[src/hw/rtl/assert_macros.svh]
// assertion helpers shared by the rtl
`ifndef ASSERT_MACROS_SVH
`define ASSERT_MACROS_SVH

// checked only while out of reset
`define RCC_ASSERT(lbl, prop, msg) \
    lbl: assert property (@(posedge clk) disable iff (!rst_n) prop) else $error(msg);

// checked at every edge, reset included
`define RCC_ASSERT_ALWAYS(lbl, prop, msg) \
    lbl: assert property (@(posedge clk) prop) else $error(msg);

`endif

[src/hw/rtl/rcc_pkg.sv]
package rcc_pkg;

    localparam int NUM_REGIONS = 16;
    localparam int ADDR_BITS   = 48;
    localparam int SIZE_BITS   = ADDR_BITS + 1;
    localparam int IDX_BITS    = 4;
    localparam int CNT_BITS    = 5;
    localparam int HOP_BITS    = (CNT_BITS > IDX_BITS) ? CNT_BITS : IDX_BITS;
    localparam int STAT_BITS   = 2;

    localparam logic CMD_WRITE = 1'b0;
    localparam logic CMD_CHECK = 1'b1;

    localparam logic [STAT_BITS-1:0] ST_COVERED   = 2'd0;
    localparam logic [STAT_BITS-1:0] ST_MISS      = 2'd1;
    localparam logic [STAT_BITS-1:0] ST_MALFORMED = 2'd2;

    // one item travelling down the cell chain
    typedef struct packed {
        logic                 valid;
        logic                 is_write;
        logic [HOP_BITS-1:0]  hop;
        logic [ADDR_BITS-1:0] first;
        logic [ADDR_BITS-1:0] last;
        logic                 ok;
        logic                 hit;
    } token_t;

endpackage

[src/hw/rtl/rcc_cell.sv]
module rcc_cell
(
    input  logic            clk,
    input  logic            rst_n,
    input  logic            adv,
    input  rcc_pkg::token_t tok_in,
    output rcc_pkg::token_t tok_out
);

    rcc_pkg::token_t tok_reg;
    rcc_pkg::token_t tok_next;

    logic [rcc_pkg::ADDR_BITS-1:0] first_reg;
    logic [rcc_pkg::ADDR_BITS-1:0] last_reg;
    logic                          ok_reg;

    logic wr_hit;
    logic active;
    logic match;

    always_comb
    begin
        // hop counts down to this cell's slot for writes, and down to zero
        // past the last counted region for checks
        wr_hit = tok_in.valid && tok_in.is_write && (tok_in.hop == '0);
        active = tok_in.valid && !tok_in.is_write && (tok_in.hop != '0);
        match  = active && ok_reg && tok_in.ok
               && (tok_in.first >= first_reg) && (tok_in.last <= last_reg);

        tok_next = tok_in;
        if (wr_hit)
        begin
            tok_next.valid = 1'b0;
        end
        if (tok_in.hop != '0)
        begin
            tok_next.hop = tok_in.hop - rcc_pkg::HOP_BITS'(1);
        end
        tok_next.hit = tok_in.hit || match;
    end

    always_ff @(posedge clk or negedge rst_n)
    begin
        if (!rst_n)
        begin
            tok_reg <= '0;
            ok_reg  <= 1'b0;
        end
        else if (adv)
        begin
            tok_reg <= tok_next;
            if (wr_hit)
            begin
                ok_reg <= tok_in.ok;
            end
        end
    end

    always_ff @(posedge clk)
    begin
        if (adv && wr_hit)
        begin
            first_reg <= tok_in.first;
            last_reg  <= tok_in.last;
        end
    end

    assign tok_out = tok_reg;

endmodule

[config.mk]
export PLATFORM = sky130hd
export DESIGN_NAME = rcc_cell
export DESIGN_NICKNAME = d
export VERILOG_FILES = /design/src/hw/rtl/assert_macros.svh /design/src/hw/rtl/rcc_pkg.sv /design/src/hw/rtl/rcc_cell.sv
export SDC_FILE = /design/constraint.sdc
export NUM_CORES = 1
export LEC_CHECK = 0
export BUFFER_PORTS_ARGS = -buffer_cell sky130_fd_sc_hd__buf_2
export CORE_ASPECT_RATIO = 0.8
export CORE_UTILIZATION = 58
export CTS_CLUSTER_SIZE = 12
export DETAILED_ROUTE_END_ITERATION = 16
export PLACE_DENSITY_LB_ADDON = 0.2
export SLEW_MARGIN = 0
export SYNTH_ARGS = -nofsm -noshare
export SYNTH_HDL_FRONTEND = slang
export SYNTH_SLANG_ARGS = --single-unit
[constraint.sdc]
create_clock -name clk -period 6.9 [get_ports clk]
set_clock_uncertainty 0.2 [all_clocks]
set_input_delay 0.345 -clock clk [delete_from_list [all_inputs] [get_ports clk]]
set_output_delay 0.345 -clock clk [all_outputs]
set_load 0.02 [all_outputs]
==> results of run 1 <==
-- worst paths after layout --
check                        startpoint           end  slack (ps)
setup / recovery            tok_in[102]  last_reg[44]        3710
hold / removal               tok_in[99]   tok_out[99]          40
setup reg to reg           last_reg[45]    tok_out[0]        4400
hold reg to reg                  ok_reg        ok_reg         300
max in group asynchronous         rst_n   tok_out[17]        5040
min in group asynchronous         rst_n   tok_out[20]         270
-- area by class of cell --
class | count | area, um^2 | area share, %
multi-input cells | 369 | 3330 | 27.3
inverters | 101 | 379 | 3.10
repair buffers | 316 | 2100 | 17.2
flip-flops and latches | 202 | 5540 | 45.3
clock buffers | 35 | 598 | 4.89
clock inverters | 3 | 16.3 | 0.133
well taps | 210 | 263 | 2.15
-- cell families after synthesis --
family | share of synthesized area [%]
and+or+nand+nor | 4.61
xor gates and xnor gates | 0.283
muxes | 12.5
DFF | 59.6
AOI/OAI and AO/OA | 5.35
buffers and inverters | 4.61
adders and majority gates | 13.1
-- worst reg2reg max path: stages, from the launching register on --
cell and delay (ps):
edfxtp_1 330, inv_1 40, ha_1 300, nand4_1 200
nor4_1 430, nand2_1 130, nor3_1 370, o41ai_1 150
nand4_1 150, a2bb2oi_1 70
-- layer usage --
metal | up-vias | global-route usage [%] | routed length [um]
met2 | 212 | 48.6 | 11000
li1 | 3093 | - | -
met5 | - | 0 | 0
met4 | 0 | 8.44 | 659
met1 | 3258 | 34.4 | 8970
met3 | 53 | 4.25 | 1030
-- placed cells by master, fill, tap and decap left out, types with 17 or more instances in the layout --
cell and count:
ha_1 97, nor2_1 18, buf_2 210, a21oi_1 36, edfxtp_1 96, dfrtp_1 106
nand2_1 27, inv_1 101, clkbuf_16 21, dlygate4sd3_1 101, mux2_2 102, nand4_1 17
-- cell usage after synthesis (3+ instances only) --
cell type	n
ha_1	97
nor2b_1	4
nor4_1	3
o21ai_1	4
nand2_1	27
mux2_2	102
xnor2_1	3
nand4_1	17
edfxtp_1	96
clkbuf_1	9
a211oi_1	3
nand3_1	6
inv_1	101
dfrtp_1	106
nor2_1	19
buf_2	3
o21ai_0	12
a21o_1	8
a21oi_1	36
-- what timing repair did --
action | 4_1_cts | 5_1_grt
setup buffers | 0 | 0
hold buffers | 101 | 0
gates resized for setup | 0 | 0
endpoints found under the hold margin | 251 | 0
-- power groups by stage --
stage / Clock (W) / Sequential [W] / Combinational, W
final: 0.00103 / 0.00136 / 0.000417
after global routing: 0.00110 / 0.00137 / 0.000451
after CTS: 0.00105 / 0.00136 / 0.000415
after detailed placement: 0 / 0.00138 / 0.000368
after global placement: 0 / 0.00138 / 0.000353
after floorplan: 0 / 0.00146 / 0.000126
-- through the flow --
step / setup WS [ps] / hold WS (ps)
after floorplan: 1040 / -151
after global placement: 3710 / 212
after detailed placement: 3440 / 255
after CTS: 3740 / 16.3
after global routing: 3540 / 53.0
final: 3710 / 40.6
==> results.sh, run 1 <==
export IMPL_p_per_area_nw_per_um2=230
export IMPL_synthArstFlopShare_pct=52.5
export IMPL_drive_above_1_share_pct=33.8
export IMPL_critical_path_class="primary input to register"
export IMPL_max_slew_margin_rel_pct=26.0
export IMPL_die_y_um=115
export IMPL_worstRegToRegCells=9
export IMPL_core_area_um2=15300
export IMPL_tritoncts="done"
export IMPL_antenna_cells=0
export IMPL_grt_total_usage_pct=27.3
export IMPL_wire_per_inst_um=17.5
export IMPL_power_frac_seq_pct=48.6
export IMPL_dr_first_iter_drc_count=285
export IMPL_rsz0062_at_grt="no"
export IMPL_ant_nets=0
export IMPL_syn_num_nets=889
export IMPL_p_leak_nw=5.69
export IMPL_status="complete, no violations"
export IMPL_nFillCells=883
export IMPL_crit_chain="dlygate4sd3_1, buf_2, nor2_1, nand2_1, nor2_4, buf_4"
export IMPL_required_ps=6800
export IMPL_cp_num_buf_inv=3
export IMPL_dp_cells=1097
export IMPL_final_max_slew_violation_count=0
export IMPL_critPathCaptureType="register"
export IMPL_clock_sinks=202
export IMPL_area_growth_pct=31.6
export IMPL_hold_depth=3
export IMPL_dieArea_um2=16500
export IMPL_syn_area_um2=9290
export IMPL_via_per_inst=5.35
export IMPL_syn_inst=684
export IMPL_path_depth=6
export IMPL_cp_top_family="buffers and inverters"
export IMPL_fin_setup_tns_ps=0
export IMPL_fin_crit_sh_pct=46.2
export IMPL_gp_congestion=0.751
export IMPL_vias=6616
export IMPL_pwr_share_comb_pct=14.8
export IMPL_grt_ovfl_total=0
export IMPL_yosysTopAreaCellShare_pct=31.0
export IMPL_pwr_share_clk_pct=36.6
export IMPL_drv_cap=0
export IMPL_drc=0
export IMPL_grt_pass1_vias=7157
export IMPL_final_util_pct=79.8
export IMPL_wl_um=21700
export IMPL_p_switching_w=0.000700
export IMPL_critPathMaxFanout=84
export IMPL_clockRootBuffer="clkbuf_16"
export IMPL_fmax_mhz=314
export IMPL_portBuffers=212
export IMPL_hold_viol=0
export IMPL_switching_share_pct=25.0
export IMPL_synth_warnings=0
export IMPL_synth_edf_count=96
export IMPL_antenna_found_initial=0
export IMPL_crit_slowest_cell="buf_4"
export IMPL_ir_worst_vdd_v=0.000186
export IMPL_synth_avg_cell_area_um2=13.6
export IMPL_grt_start_max_net_pins=85
export IMPL_synth_main_ff_cell="dfrtp_1"
export IMPL_min_path_type="primary input to register"
export IMPL_slowest_delay_ps=910
export IMPL_synth_seq_cells=202
export IMPL_die_width_um=143
export IMPL_start_util_pct=60.6
export IMPL_cp_start_kind="primary input"
export IMPL_hpwlAfterDp_um=14100
export IMPL_cts_made_buffers=21
export IMPL_num_io_pins=213
export IMPL_clk_latency_ps=490
export IMPL_clk_pin_slew_worst_paths_ps=50
export IMPL_placedInstanceArea_um2=10600
export IMPL_rows=40
export IMPL_finalInstanceArea_um2=12200
export IMPL_synth_area_top_cells="edfxtp_1 (31%), dfrtp_1 (29%), ha_1 (13%)"
export IMPL_htreeDepth=1
export IMPL_intPower_w=0.00211
export IMPL_fin_crit_ps=3190
export IMPL_yosys_area_top_type="edfxtp_1"
export IMPL_cts_path_max_buffers=3
export IMPL_grt_pass1_wl_um=35000
export IMPL_drtPass1Iterations=4
export IMPL_largest_reg_flops=105
export IMPL_setup_violations=0
export IMPL_final_net_count=1216
export IMPL_synth_cell_types=41
export IMPL_finalPower_w=0.00281
export IMPL_yosysSeqAreaShare_pct=59.6
export IMPL_arrival_ps=3090
export IMPL_fin_cells=1236
export IMPL_worstMarginPinSlew_ps=1110
No activity file was read; power rests on OpenSTA's default activity.
==> run 2: changes to the inputs <==
CORE_UTILIZATION = 49   (was 58)
clock period = 2.9 ns   (was 6.9 ns; I/O delays follow)
==> run 2 against run 1 <==
  * Register-to-register slack got worse by 4000 ps
  * Clock-buffer cell count did not move
  * Final cell count rose by 4.4%
  * First-iteration DRC count fell by 25%
  * Die area rose by 18%
  * Combinational power rose by 140%
  * Core utilization fell by 12 points
  * Global-route usage fell by 6.6 points
  * Highest routed layer unchanged
==> results.sh, run 2 (synthesis gave the netlist of run 1 again) <==
export IMPL_status="complete, no violations"
export IMPL_finalPower_w=0.00674
export IMPL_area_growth_pct=34.1
export IMPL_fmax_mhz=396
export IMPL_wl_um=19700
export IMPL_fin_crit_sh_pct=87.1
export IMPL_fin_crit_ps=2530
export IMPL_die_width_um=156
export IMPL_clock_sinks=202
export IMPL_setup_violations=0
export IMPL_hold_viol=0
export IMPL_via_per_inst=4.88
export IMPL_gp_congestion=0.772
export IMPL_critPathMaxFanout=1
export IMPL_dieArea_um2=19500
export IMPL_largest_reg_flops=105
export IMPL_drtPass1Iterations=4
export IMPL_core_area_um2=18300
export IMPL_rows=44
export IMPL_drive_above_1_share_pct=33.8
export IMPL_p_per_area_nw_per_um2=541
export IMPL_grt_ovfl_total=0
export IMPL_worstMarginPinSlew_ps=1030
export IMPL_fin_cells=1291
export IMPL_max_slew_margin_rel_pct=31.4
export IMPL_cp_start_kind="register"
export IMPL_arrival_ps=2700
export IMPL_vias=6295
export IMPL_dp_cells=1143
export IMPL_wire_per_inst_um=15.3
export IMPL_final_cell_mix="buf_2 (210), dlygate4sd3_1 (112), dfrtp_1 (106)"
export IMPL_final_common_cell="buf_2"
export IMPL_die_y_um=125
export IMPL_start_util_pct=50.7
export IMPL_antenna_found_initial=0
export IMPL_grt_pass1_vias=6417
export IMPL_final_net_count=1230
export IMPL_nFillCells=1351
export IMPL_ant_nets=0
export IMPL_hpwlAfterDp_um=13000
export IMPL_cts_path_max_buffers=3
export IMPL_grt_start_max_net_pins=76
export IMPL_htreeDepth=1
export IMPL_clockRootBuffer="clkbuf_16"
export IMPL_cts_made_buffers=21
export IMPL_rsz0062_at_grt="no"
export IMPL_final_max_slew_violation_count=0
export IMPL_min_path_type="primary input to asynchronous set/reset pin"
export IMPL_p_leak_nw=5.77
export IMPL_post_cts_setup_buffers=0
export IMPL_ctsResizeCount=0
export IMPL_dr_first_iter_drc_count=214
export IMPL_antenna_cells=0
export IMPL_fin_setup_tns_ps=0
export IMPL_num_io_pins=213
export IMPL_drc=0
export IMPL_grt_pass1_wl_um=32100
export IMPL_tritoncts="done"
export IMPL_critical_path_class="register to register"
export IMPL_portBuffers=212
export IMPL_clk_latency_ps=490
export IMPL_hold_ws_ps=45.4
export IMPL_drv_cap=0
export IMPL_grt_total_usage_pct=20.7
export IMPL_required_ps=3070
export IMPL_clk_pin_slew_worst_paths_ps=60
export IMPL_ir_worst_vdd_v=0.000513
export IMPL_critPathCaptureType="register"
==> run 2: cell count changes in the layout (fill, tap and decap cells not counted), sizes merged <==
cell / change
dlygate4sd3: +11
clkinv: -2
buf: +3
inv: -1
bufinv: +1
==> run 2: routing by layer <==
layer	wire, um	global-route usage, %
met4	346	4.44
met5	0	0
met1	9230	29.2
met3	1110	4.06
met2	9050	33.2
==> run 2: worst max-delay path, cell delays in order (launching register included) <==
cell	delay, ps
edfxtp_1	380
ha_1	280
nand2b_4	140
a2111o_1	420
a2111oi_2	340
o31ai_1	120
a31oi_1	290
nor4b_1	110
a2bb2oi_1	140
==> run 2: path summary, 6_finish.rpt <==
kind | to | cells after the start | start | slack, ps
setup reg to reg | tok_out[0] | 8 | first_reg[0] | 370
hold reg to reg | tok_out[43] | 1 | tok_out[43] | 300
min in group clk | last_reg[34] | 2 | tok_in[36] | 210
hold / removal | tok_out[0] | 3 | rst_n | 50
max in group asynchronous | tok_out[21] | 3 | rst_n | 1070
setup / recovery | tok_out[0] | 8 | first_reg[0] | 370
==> run 2: layout make-up <==
class	count	area [um^2]	share of cell area [%]
flip-flops and latches	202	5540	44.4
multi-input cells	369	3340	26.8
repair buffers	330	2260	18.1
clock buffers	35	598	4.80
inverters	101	379	3.04
well taps	253	317	2.54
clock inverters	1	30.0	0.241
==> run 2: through the flow <==
stage | setup slack, ps | instance area, um^2 | util [%]
4_1_cts | 352 | 12500 | 67.9
3_3_place_gp | 399 | 10700 | 58.4
5_1_grt | 200 | 12500 | 67.9
6_report | 374 | 12500 | 67.9
3_5_place_dp | 354 | 10700 | 58.4
2_1_floorplan | 31.9 | 9300 | -
==> run 2: power by group <==
part	total, W	internal (W)	switching (W)
Clock	0.00251	0.00148	0.00103
Sequential	0.00323	0.00316	0.0000729
Combinational	0.000994	0.000462	0.000532
Total	0.00674	0.00511	0.00163
==> run 2: what timing repair did <==
action | in CTS | in global routing
endpoints found under the setup margin | 0 | 0
endpoints found under the hold margin | 308 | 0
hold buffers | 112 | 0
==> run 3: changes to the inputs <==
CORE_UTILIZATION = 51   (was 49)
CTS_BUF_LIST = sky130_fd_sc_hd__clkbuf_4 sky130_fd_sc_hd__clkbuf_8   (was default)
==> run 3 against run 2 <==
  * Sequential power is essentially flat
  * First-iteration DRC count is 32% higher
  * Register-to-register slack better by 90 ps
  * Critical path type unchanged
  * Critical endpoint unchanged
  * Highest routed layer unchanged
==> results.sh, run 3 (synthesis gave the netlist of run 1 again) <==
export IMPL_fin_crit_ps=2440
export IMPL_final_net_count=1243
export IMPL_cp_start_kind="register"
export IMPL_rrSetupSlack_ps=460
export IMPL_endpoint="tok_out[0]"
export IMPL_drv_cap=0
export IMPL_antenna_cells=0
export IMPL_rsz0062_at_grt="no"
export IMPL_grt_total_usage_pct=22.8
export IMPL_htreeDepth=2
export IMPL_final_common_cell="buf_2"
export IMPL_crit_chain="ha_1, nand2b_4, a2111o_1, a2111oi_2, o31ai_1, a31oi_1, nor4b_1, a2bb2oi_1"
export IMPL_hold_viol=0
export IMPL_p_per_area_nw_per_um2=559
export IMPL_min_path_type="primary input to asynchronous set/reset pin"
export IMPL_arrival_ps=2630
export IMPL_clock_sinks=202
export IMPL_crit_slowest_cell="a2111o_1"
export IMPL_drive_above_1_share_pct=36.6
export IMPL_dieArea_um2=18800
export IMPL_fin_setup_tns_ps=0
export IMPL_ant_nets=0
export IMPL_cts_path_max_buffers=3
export IMPL_startpoint="first_reg[0]"
export IMPL_slowest_delay_ps=420
export IMPL_fin_ws_ps=460
export IMPL_via_per_inst=5.06
export IMPL_clk_latency_ps=520
export IMPL_p_leak_nw=5.87
export IMPL_grt_pass1_vias=6704
export IMPL_postCtsHoldBufs=111
export IMPL_ctsResizeCount=0
export IMPL_worstMarginPinSlew_ps=846
export IMPL_vias=6517
export IMPL_post_cts_setup_buffers=0
export IMPL_required_ps=3090
export IMPL_tritoncts="done"
export IMPL_final_cell_mix="buf_2 (210), dlygate4sd3_1 (111), dfrtp_1 (106)"
export IMPL_drtPass1Iterations=4
export IMPL_die_width_um=153
export IMPL_wire_per_inst_um=16.1
export IMPL_drc=0
export IMPL_max_slew_margin_rel_pct=43.6
export IMPL_gp_congestion=0.759
export IMPL_rows=43
export IMPL_fin_crit_sh_pct=84.1
export IMPL_status="complete, no violations"
export IMPL_worst_r2r_endpoint="tok_out[0]"
export IMPL_antenna_found_initial=0
export IMPL_area_growth_pct=35.2
export IMPL_ir_worst_vdd_v=0.000406
export IMPL_clockRootBuffer="clkbuf_8"
export IMPL_start_util_pct=52.8
export IMPL_die_y_um=123
export IMPL_cts_made_buffers=35
export IMPL_largest_reg_flops=105
export IMPL_critical_path_class="register to register"
export IMPL_critPathMaxFanout=1
export IMPL_hpwlAfterDp_um=13200
export IMPL_clk_pin_slew_worst_paths_ps=60
export IMPL_grt_ovfl_total=0
export IMPL_worstRegToRegCells=8
export IMPL_portBuffers=212
export IMPL_r2r_start="first_reg[0]"
export IMPL_final_max_slew_violation_count=0
export IMPL_setup_violations=0
export IMPL_core_area_um2=17600
export IMPL_fmax_mhz=410
export IMPL_grt_start_max_net_pins=61
export IMPL_grt_pass1_wl_um=33300
export IMPL_place_ws_ps=433
export IMPL_dr_first_iter_drc_count=282
export IMPL_wl_um=20700
export IMPL_num_io_pins=213
export IMPL_critPathCaptureType="register"
==> run 3: how the worst min path moves through the flow <==
stage | end | slack, ps | depth (start not counted)
2_1_floorplan | ok_reg | -350 | 0
3_3_place_gp | tok_out[21] | 100 | 1
3_5_place_dp | tok_out[21] | 100 | 1
4_1_cts | tok_out[49] | 80 | 2
5_1_grt | tok_out[49] | 140 | 2
6_report | tok_out[49] | 70 | 2
==> run 3: routing by layer <==
| metal | vias to the layer above | track usage, % | share of wire (%) |
|---|---|---|---|
| li1 | 3157 | - | - |
| met1 | 3159 | 30.4 | 46 |
| met2 | 175 | 37.4 | 47 |
| met3 | 26 | 5.05 | 5.5 |
| met4 | 0 | 7.58 | 1.5 |
| met5 | - | 0 | 0 |
==> run 3: final cells by class <==
class,instances,area [um^2]
sequential,202,5540
timing repair buffer,329,2260
clock buffer,61,727
tap,225,282
multi-input combinational,369,3340
fill,1191,5040
clock inverter,2,33.8
inverter,101,379
==> run 3: critical path, delay by kind of cell, from the launching register on <==
kind	cells	cell delay, ps
compound gates	5	1260
fa+ha+maj	1	270
simple gates	2	230
flops	1	370
==> run 3: power breakdown <==
part | leakage (nW) | switching, W | internal, W | total, W
Sequential | 2.11 | 0.0000753 | 0.00316 | 0.00324
Clock | 0.408 | 0.00113 | 0.00165 | 0.00278
Combinational | 3.35 | 0.000541 | 0.000461 | 0.00100
Total | 5.87 | 0.00175 | 0.00528 | 0.00702
==> run 3: metrics by stage <==
stage,instance area [um^2],hold slack [ps],util (%),std cells,total power [W]
after floorplan,9300,-351,-,684,0.00378
after global placement,10700,104,60.7,1115,0.00414
after detailed placement,10700,102,60.7,1115,0.00416
after CTS,12600,77.5,71.4,1289,0.00708
after global routing,12600,139,71.4,1289,0.00734
final,12600,73.1,71.4,1289,0.00702
